**src/rtl/core/mvt_pkg.sv**
```systemverilog
`default_nettype none

package mvt_pkg;

    localparam int ELEM_W        = 32;
    localparam int MAT_DIM       = 4;
    localparam int IDX_W         = 2;
    localparam int FRAC_BITS_DEF = 16;
    localparam int PROD_W        = 2 * ELEM_W;
    localparam int PAIR_W        = PROD_W + 1;
    localparam int ACC_W         = PROD_W + 2;

    // Input tdata: row, col, element, vec_x, vec_y, vec_z, vec_w, zero pad
    localparam int S_ROW_LSB  = 0;
    localparam int S_COL_LSB  = S_ROW_LSB + IDX_W;
    localparam int S_ELEM_LSB = S_COL_LSB + IDX_W;
    localparam int S_VEC_LSB  = S_ELEM_LSB + ELEM_W;
    localparam int S_USED_W   = S_VEC_LSB + MAT_DIM * ELEM_W;
    localparam int S_TDATA_W  = ((S_USED_W + 7) / 8) * 8;
    localparam int M_TDATA_W  = MAT_DIM * ELEM_W;

    localparam logic [IDX_W-1:0] ROW_LAST = IDX_W'(MAT_DIM - 1);

    typedef enum logic {
        OP_WRITE = 1'b0,
        OP_XFORM = 1'b1
    } op_t;

    typedef logic [MAT_DIM-1:0][ELEM_W-1:0] row_t;

    typedef struct packed {
        logic             valid;
        logic [IDX_W-1:0] row;
    } row_tag_t;

endpackage

`default_nettype wire

```
**src/rtl/core/mvt_row_store.sv**
```systemverilog
`default_nettype none

module mvt_row_store (
    input  wire                        aclk,
    input  wire                        aresetn,
    input  wire                        adv,
    input  wire                        wr_en,
    input  wire  [mvt_pkg::IDX_W-1:0]  wr_row,
    input  wire  [mvt_pkg::IDX_W-1:0]  wr_col,
    input  wire  [mvt_pkg::ELEM_W-1:0] wr_data,
    input  wire                        rd_en,
    input  wire  [mvt_pkg::IDX_W-1:0]  rd_row,
    output mvt_pkg::row_tag_t          rd_tag,
    output mvt_pkg::row_t              rd_data
);
    import mvt_pkg::*;

    // One matrix row per word, one lane per column
    row_t                      mem [MAT_DIM];
    logic [MAT_DIM*MAT_DIM-1:0] elem_vld_reg;
    row_t                      rd_word_reg;
    logic [MAT_DIM-1:0]        rd_vld_reg;
    row_tag_t                  rd_tag_reg;

    always_ff @(posedge aclk) begin
        if (wr_en) begin
            mem[wr_row][wr_col] <= wr_data;
        end
        if (adv) begin
            rd_word_reg <= mem[rd_row];
        end
    end

    // Lanes never written since reset read as zero
    always_ff @(posedge aclk) begin
        if (!aresetn) begin
            elem_vld_reg <= '0;
            rd_vld_reg   <= '0;
            rd_tag_reg   <= '0;
        end else begin
            if (wr_en) begin
                elem_vld_reg[{wr_row, wr_col}] <= 1'b1;
            end
            if (adv) begin
                rd_vld_reg       <= elem_vld_reg[rd_row*MAT_DIM +: MAT_DIM];
                rd_tag_reg.valid <= rd_en;
                rd_tag_reg.row   <= rd_row;
            end
        end
    end

    always_comb begin
        for (int j = 0; j < MAT_DIM; j++) begin
            rd_data[j] = rd_vld_reg[j] ? rd_word_reg[j] : '0;
        end
    end

    assign rd_tag = rd_tag_reg;

endmodule

`default_nettype wire

```
**config.mk**
```make
export PLATFORM = sky130hd
export DESIGN_NAME = mvt_row_store
export DESIGN_NICKNAME = d
export VERILOG_FILES = /design/src/rtl/core/mvt_pkg.sv /design/src/rtl/core/mvt_row_store.sv
export SDC_FILE = /design/constraint.sdc
export NUM_CORES = 1
export LEC_CHECK = 0
export BUFFER_PORTS_ARGS = -buffer_cell sky130_fd_sc_hd__buf_2
export CAP_MARGIN = 25
export CORE_UTILIZATION = 60
export DETAILED_ROUTE_END_ITERATION = 6
export GPL_TIMING_DRIVEN = 0
export PLACE_DENSITY_LB_ADDON = 0.1
export REMOVE_ABC_BUFFERS = 1
export SLEW_MARGIN = 20
export SYNTH_ARGS = -nofsm -noshare
export SYNTH_HDL_FRONTEND = slang
export SYNTH_SLANG_ARGS = --single-unit
```
**constraint.sdc**
```tcl
create_clock -name aclk -period 9.5 [get_ports aclk]
set_input_delay 1.9 -clock aclk [delete_from_list [all_inputs] [get_ports aclk]]
set_output_delay 1.9 -clock aclk [all_outputs]
set_load 0.1 [all_outputs]
```
==> qor.yml, run 1 <==
finalSetupTns_ns: 0
ys_seq_area_frac: 0.8130
hp-class: "register to register"
syn_area_per_cell_sq_um: 23.71
start_util: 0.6092
io_buffers: 173
synth_compound_area_frac: 0.004962
wire_per_inst_um: 27.12
vias: 11060
violations: "design-rule violations"
holdPathStages: 1
fp-row-count: 73
slew-limit-headroom: 0.4668
finish.net_count: 1308
postRouteAntennaNets: 0
finalSetupViolCount: 0
cts-htree-levels: 3
hold_buffers: 0
reg2regPathDepth: 1
place.gp.congestion: 0.6893
synthCells: 1021
required_ns: 7.60
grt_max_degree: 74
multi_input_area_sq_um: 4242
seq_area_sq_um: 19680
criticalPathCategory: "register to output pin"
fin_crit_ns: 4.002
start_kind: "register"
cts-root-buf: "clkbuf_16"
die_x_um: 202.9
wirelength_mm: 49.95
cts.clk_slew.worst_paths_ns: 0.06
end_kind: "output pin"
cts_inserted_buffers: 66
dieHeight_um: 202.9
routed_via_density: 6.003
grtUsageTotal: 0.2522
remaining_drc_errors: 2
hold_viol_final: 0
synth_top_family_by_area: "multiplexers"
min_period_over_period: 0.4212
synth-simple-area-share: 0.03965
cts_setup_buffers: 0
cts.sink_count: 663
p_total_w: 0.006108
hpwl_mm: 29.36
slowest_stage: "dfxtp_2"
tightestPinTransition_ns: 0.7979
clock_skew_ns: 0.01981
yosysUniqueCellTypes: 22
cts_tree: "done"
antenna_found_initial: 3
die_area_sq_um: 41150
grt_pass1_wl_mm: 73.19
arrival_ns: 2.10
syn_area_sq_um: 24210
clk-insertion-delay-late_ns: 0.58
drtIter0Drc: 864
slew_viol_final: 0
max_freq_mhz: 249.9
synthAdderAreaFrac: 0
path_max_fanout: 20
vdd_drop_max_uv: 166.0
synthMuxAreaShare: 0.1260
yosysWarnings: 0
max-cap-violations: 0
grt_pass1_vias: 11230
largest_reg_flops: 512
n_fill_cell: 2318
clock_path_buffers: 3
status: "finished, violations left"
core_area_sq_um: 39730
crit_chain: "buf_16 > and2_1 > buf_2"
rsz0062_at_grt: "false"
drive_gt1_frac: 0.3541
yosys_register_bits: 663
post_cts_resized: 0
leakage_nw: 9.832
dr.pass1.iters: 7
power_density_nw_per_um2: 213.7
synth_xor_area_frac: 0
area_growth_pct: 18.06
crit_path_max_incr_delay_ns: 0.63
ios: 174
overflow: 0
## cells by family after synthesis
logic type | Yosys count
DFF | 663
and+or+nand+nor | 158
AOI/OAI and AO/OA | 16
buffers and inverters | 45
muxes | 139
## metal layers
metal	wire length [um]	GRT usage
met4	989	0.08002
met3	3265	0.04543
met2	24570	0.3942
met5	25	0
met1	21100	0.3695
## synth_stat cells, drive strengths merged
master / number / area [sq um]
mux4: 132 / 2980
clkbuf: 15 / 56.30
and2: 128 / 800.8
mux2i: 7 / 70.07
edfxtp: 640 / 19220
nand2: 1 / 3.750
nand3b: 2 / 15.01
nand2b: 2 / 12.51
buf: 30 / 340.3
or3b: 1 / 8.760
nor2b: 7 / 43.79
o21a: 16 / 120.1
dfxtp: 23 / 460.4
nor3: 4 / 25.02
nor2: 12 / 45.04
nand3: 1 / 5.000
## cell usage in the layout (no fill, tap or decap), types with 11 or more instances in the layout
cell type / count
buf_2: 170
buf_4: 11
edfxtp_1: 640
mux4_2: 130
buf_16: 24
clkbuf_1: 12
clkinv_1: 13
dfxtp_1: 19
clkbuf_16: 73
and2_1: 128
o21a_1: 16
nor2_4: 12
clkinv_2: 12
## power breakdown
group          total (W)  switching, W  internal [W]
combinational   0.000244      0.000153     0.0000911
clock            0.00255       0.00105       0.00150
sequential       0.00332     0.0000206       0.00330
total            0.00611       0.00122       0.00489
## per-stage QoR
| step | area (sq um) | util | setup slack, ns | hold slack (ns) | std cells |
|---|---|---|---|---|---|
| finish | 28580 | 0.7193 | 5.498 | 0.4604 | 1842 |
| global route | 28570 | 0.7192 | 5.459 | 0.4741 | 1841 |
| CTS | 28570 | 0.7192 | 5.468 | 0.4633 | 1841 |
| detailed placement | 26440 | 0.6654 | 5.497 | 0.4492 | 1722 |
| global placement | 25330 | 0.6376 | 1.367 | 0.4377 | 1674 |
| floorplan | 23810 | - | 4.668 | 0.4324 | 976 |
## worst paths after layout
kind	slack, ns	end	from
worst max-delay path	5.50	rd_data[18]	rd_vld_reg[0]$_SDFFE_PN0P_
worst min-delay path	0.46	elem_vld_reg[8]$_SDFFE_PN0P_	elem_vld_reg[8]$_SDFFE_PN0P_
worst max register to register	8.35	rd_word_reg[84]$_DFFE_PP_	mem[3][84]$_DFFE_PP_
worst min register to register	0.46	elem_vld_reg[8]$_SDFFE_PN0P_	elem_vld_reg[8]$_SDFFE_PN0P_
## critical path, delay by kind of cell (launching register included)
| kind | cells | cell delay [ns] |
|---|---|---|
| and+or+nand+nor | 1 | 0.21 |
| DFF | 1 | 0.63 |
| buffers and inverters | 2 | 0.68 |
## area by class of cell
| cell class | count | share of cell area |
|---|---|---|
| multi-input combinational | 313 | 0.1484 |
| antenna | 1 | 0.00008757 |
| clock inverter | 30 | 0.007618 |
| sequential | 663 | 0.6888 |
| tap | 525 | 0.02299 |
| timing repair buffer | 221 | 0.06489 |
| clock buffer | 89 | 0.06721 |
Power figures use the tool's default switching activity.
==> run 2, diff against run 1 <==
Settings changed: CORE_UTILIZATION 60 to 54.
Clock period 9.5 ns to 3.6 ns, I/O delays scaled along.
==> run 2 against run 1 <==
Net effect:
- the run now ends clean
- clock skew fell by 0.0041 ns
- clock power increased to 2.7 times the previous value
- via count down 2.1%
- critical path type unchanged
- highest routed layer unchanged
==> qor.yml, run 2 (synthesized netlist as in run 1, its figures left out) <==
area_growth_pct: 18.70
io_buffers: 173  # unchanged
min_from: "rd_en"
ios: 174  # unchanged
cts_tree: "done"
hpwl_mm: 30.09  # +2.5%
clock_skew_ns: 0.01575  # -0.004056 ns
post_cts_resized: 0  # unchanged
worstReg2RegStart: "rd_vld_reg[0]$_SDFFE_PN0P_"
antenna_found_initial: 5  # +2
final_common_cell: "edfxtp_1"
drive_gt1_frac: 0.3548  # +0.0006622
end_kind: "output pin"
finalInstanceArea_sq_um: 28730  # +0.54%
clk-insertion-delay-late_ns: 0.58  # about the same
overflow: 0  # unchanged
grtUsageTotal: 0.2297  # -0.02253
remaining_drc_errors: 0  # -2
arrival_ns: 2.22  # +0.12 ns
routed_via_density: 5.648  # -5.9%
max_freq_mhz: 340.1
tightestPinTransition_ns: 0.8107  # +0.01283 ns
cts.sink_count: 663  # unchanged
fp-row-count: 77  # +5.5%
min_period_over_period: 0.8166
seq_area_sq_um: 19680  # unchanged
rsz0062_at_grt: "false"
fin_crit_ns: 2.940
place_area_sq_um: 26490  # +0.20%
rr_endpoint: "rd_vld_reg[0]$_SDFFE_PN0P_"
postRouteAntennaNets: 0  # unchanged
holdPathStages: 3  # +2
status: "finished, final reports clean"
slew-limit-headroom: 0.4582  # -0.008576
startpoint: "rd_vld_reg[1]$_SDFFE_PN0P_"
path_max_fanout: 21  # +5.0%
vias: 10820  # -2.1%
grt_max_degree: 77  # +4.1%
finalSetupTns_ns: 0  # unchanged
die_area_sq_um: 45680  # +11%
cts.clk_slew.worst_paths_ns: 0.06  # about the same
grt_pass1_vias: 10990  # -2.1%
dieHeight_um: 213.7  # +5.4%
reg2regPathDepth: 3  # +2
clock_path_buffers: 3  # unchanged
cts_setup_buffers: 0  # unchanged
multi_input_area_sq_um: 4242  # unchanged
hold_buffers: 0  # unchanged
cts-htree-levels: 3  # unchanged
power_density_nw_per_um2: 570.2  # +170%
required_ns: 2.88  # -4.72 ns
wire_per_inst_um: 26.24  # -3.3%
cts-root-buf: "clkbuf_16"
wirelength_mm: 50.27  # +0.63%
finish.net_count: 1313  # +0.38%
final_cell_mix: "edfxtp_1, buf_2, mux4_2, and2_1, clkbuf_16"
max-cap-violations: 0  # unchanged
hp-class: "input pin to register"
reg2reg_slack_ns: 2.47  # -5.88 ns
dr.pass1.iters: 7  # unchanged
hold_viol_final: 0  # unchanged
holdPathEnd: "rd_tag[2]$_SDFFE_PN0P_"
vdd_drop_max_uv: 333.7  # +100%
start_util: 0.5474  # -0.06185
leakage_nw: 9.862  # +0.31%
slew_viol_final: 0  # unchanged
place.gp.congestion: 0.6624  # -3.9%
criticalPathCategory: "register to output pin"
grt_pass1_wl_mm: 73.12  # about the same
core_area_sq_um: 44220  # +11%
drtIter0Drc: 760  # -12%
cts_inserted_buffers: 67  # +1.5%
n_fill_cell: 2883  # +24%
die_x_um: 213.7  # +5.4%
start_kind: "register"
largest_reg_flops: 512  # unchanged
finalSetupViolCount: 0  # unchanged
==> run 2: critical path: stages, from the launching register on <==
cell and delay, ns:
dfxtp_2 0.74, buf_16 0.23, and2_1 0.22, buf_2 0.46
==> run 2: how the worst max path moves through the flow <==
stage                     slack [ns]                    end  cells past startpoint
final                           0.66            rd_data[57]                      3
after CTS                       0.57            rd_data[57]                      3
after detailed placement        0.85   mem[1][15]$_DFFE_PP_                      4
after floorplan                -0.05   mem[0][32]$_DFFE_PP_                      2
after global routing            0.57            rd_data[57]                      3
after global placement         -3.51  mem[0][111]$_DFFE_PP_                      3
==> run 2: area by class of cell <==
class	instances	area share
antenna	2	0.0001742
clock buffer	92	0.06672
clock inverter	29	0.01115
sequential	663	0.6851
tap	592	0.02578
multi-input combinational	313	0.1476
timing repair buffer	225	0.06345
==> run 2: power breakdown <==
group	total (W)	switching [W]	internal, W
clock network	0.00699	0.00276	0.00423
logic	0.000642	0.000403	0.000239
registers	0.00875	0.0000510	0.00870
total	0.0164	0.00321	0.0132
==> run 2: stage by stage <==
step / cells / hold slack [ns] / setup slack (ns) / power (W) / utilization
after floorplan: 976 / 0.4324 / -0.05224 / 0.009204 / -
after global placement: 1741 / 0.4378 / -3.511 / 0.009548 / 0.5747
after detailed placement: 1793 / 0.4457 / 0.8550 / 0.009566 / 0.5990
after CTS: 1914 / 0.3794 / 0.5682 / 0.01655 / 0.6496
after global routing: 1916 / 0.4407 / 0.5701 / 0.01686 / 0.6497
final: 1916 / 0.4075 / 0.6601 / 0.01638 / 0.6497
==> run 2: routing by layer <==
metal	vias to the layer above	part of all wire	global-route usage	wire length (um)
li1	4689	-	-	-
met1	5725	0.44	0.3343	21940
met2	319	0.49	0.3558	24400
met3	83	0.056	0.04335	2821
met4	6	0.021	0.07611	1070
met5	-	0.00074	0	37
==> run 3, diff against run 2 <==
Clock period 3.6 ns to 2.45 ns, I/O delays scaled along.
==> run 3 against run 2 <==
Net effect:
- sequential power up 47%
- clock skew up 0.0021 ns
- power up 47%
- sequential share of layout area down 0.32 points
- routed wire length up 0.34%
- die area unchanged
- non-clock buffer count unchanged
- clock power up 47%
- critical path depth unchanged
- highest routed layer unchanged
==> qor.yml, run 3 (synthesized netlist as in run 1, its figures left out) <==
vias: 10860  # +0.32%
leakage_nw: 9.851  # -0.12%
vdd_drop_max_uv: 489.5  # +47%
crit_chain: "buf_16 > and2_1 > buf_4"
status: "finished, final reports clean"
hp-class: "input pin to register"
criticalPathCategory: "register to output pin"
postRouteAntennaNets: 0  # unchanged
end_kind: "output pin"
cts.sink_count: 663  # unchanged
place_area_sq_um: 26490  # unchanged
max_freq_mhz: 419.9
fin_cells: 1916  # unchanged
slew-limit-headroom: 0.4694  # +0.01119
wl_met2_mm: 24.57  # +0.70%
drtIter0Drc: 741  # -2.5%
grt_max_degree: 77  # unchanged
dieHeight_um: 213.7  # unchanged
topRoutingLayerUsed: "met5"
overflow: 0  # unchanged
hold_viol_final: 0  # unchanged
required_ns: 1.96  # -0.92 ns
core_area_sq_um: 44220  # unchanged
grtUsageTotal: 0.2302  # +0.0005461
fin_crit_ns: 2.382
wl_met3_mm: 2.737  # -3.0%
dp_slack_ns: -0.06502  # -0.9200 ns
cts_setup_buffers: 0  # unchanged
remaining_drc_errors: 0  # unchanged
start_kind: "register"
finalInstanceArea_sq_um: 28880  # +0.52%
hold_buffers: 0  # unchanged
die_x_um: 213.7  # unchanged
max-cap-violations: 0  # unchanged
area_growth_pct: 19.31
final_common_cell: "edfxtp_1"
cts.clk_slew.worst_paths_ns: 0.06  # about the same
wire_per_inst_um: 26.33  # +0.34%
worst_slack_ns: 0.06839  # -0.5917 ns
reg2reg_slack_ns: 1.32  # -1.15 ns
drive_gt1_frac: 0.3548  # unchanged
start_util: 0.5474  # unchanged
dr.pass1.iters: 4  # -3
fp-row-count: 77  # unchanged
routed_via_density: 5.666  # +0.32%
crit_path_max_incr_delay_ns: 0.58  # -0.16 ns
slowest_stage: "dfxtp_4"
finalSetupTns_ns: 0  # unchanged
clock_path_buffers: 3  # unchanged
finalSetupViolCount: 0  # unchanged
clk-insertion-delay-late_ns: 0.58  # about the same
met1_length_mm: 22.00  # +0.27%
rsz0062_at_grt: "false"
cts_tree: "done"
placed_cells: 1793  # unchanged
antenna_found_initial: 6  # +1
power_density_nw_per_um2: 834.0  # +46%
path_max_fanout: 21  # unchanged
arrival_ns: 1.89  # -0.33 ns
cts-htree-levels: 3  # unchanged
cts-root-buf: "clkbuf_16"
ios: 174  # unchanged
wirelength_mm: 50.44  # +0.34%
grt_pass1_vias: 11030  # +0.32%
cts_inserted_buffers: 67  # unchanged
hpwl_mm: 30.09  # unchanged
p_total_w: 0.02409  # +47%
die_area_sq_um: 45680  # unchanged
clock_skew_ns: 0.01785  # +0.002097 ns
slew_viol_final: 0  # unchanged
place.gp.congestion: 0.6624  # unchanged
min_period_over_period: 0.9721
final_cell_mix: "edfxtp_1, mux4_2, and2_1, buf_2, clkbuf_16"
io_buffers: 173  # unchanged
finish.net_count: 1313  # unchanged
tightestPinTransition_ns: 0.7940  # -0.01675 ns
grt_pass1_wl_mm: 73.32  # +0.27%
largest_reg_flops: 512  # unchanged
[run 3: area by class of cell]
class	count	area, sq um
sequential	663	19690
multi-input combinational	313	4242
timing repair buffer	225	1962
clock inverter	29	320.3
clock buffer	92	1917
antenna	2	5.005
tap	592	740.7
fill	2883	15340
[run 3: path summary, 6_finish.rpt]
| check | to | cells after the start | start |
|---|---|---|---|
| worst max-delay path | rd_data[60] | 3 | rd_vld_reg[1]$_SDFFE_PN0P_ |
| worst min-delay path | rd_tag[2]$_SDFFE_PN0P_ | 3 | rd_en |
| worst max register to register | rd_word_reg[6]$_DFFE_PP_ | 1 | mem[3][6]$_DFFE_PP_ |
| worst min register to register | elem_vld_reg[4]$_SDFFE_PN0P_ | 1 | elem_vld_reg[4]$_SDFFE_PN0P_ |
[run 3: per-stage QoR]
step | hold WS, ns | utilization
6_report | 0.1785 | 0.6531
5_1_grt | 0.2107 | 0.6531
4_1_cts | 0.1494 | 0.6524
3_5_place_dp | 0.4457 | 0.5990
3_3_place_gp | 0.4378 | 0.5747
2_1_floorplan | 0.4324 | -
[run 3: layer usage]
layer,up-vias,GRT usage
li1,4691,-
met1,5767,0.3336
met2,312,0.3584
met3,81,0.04335
met4,6,0.07611
met5,-,0
[run 3: critical path, delay by kind of cell (launching register included)]
kind / cells / cell delay [ns]
AND/OR/NAND/NOR: 1 / 0.21
buffers and inverters: 2 / 0.51
flip-flops: 1 / 0.58
[run 3: where the power goes]
part	internal (W)	total, W	leakage (nW)	switching [W]
sequential	0.0128	0.0129	6.07	0.0000753
combinational	0.000354	0.000947	2.70	0.000593
clock	0.00622	0.0103	1.09	0.00407
[run 3: what timing repair did]
action / in CTS / in global routing
gates cloned: 0 / 0
setup endpoints to repair: 108 / 11
resized for setup: 48 / 11
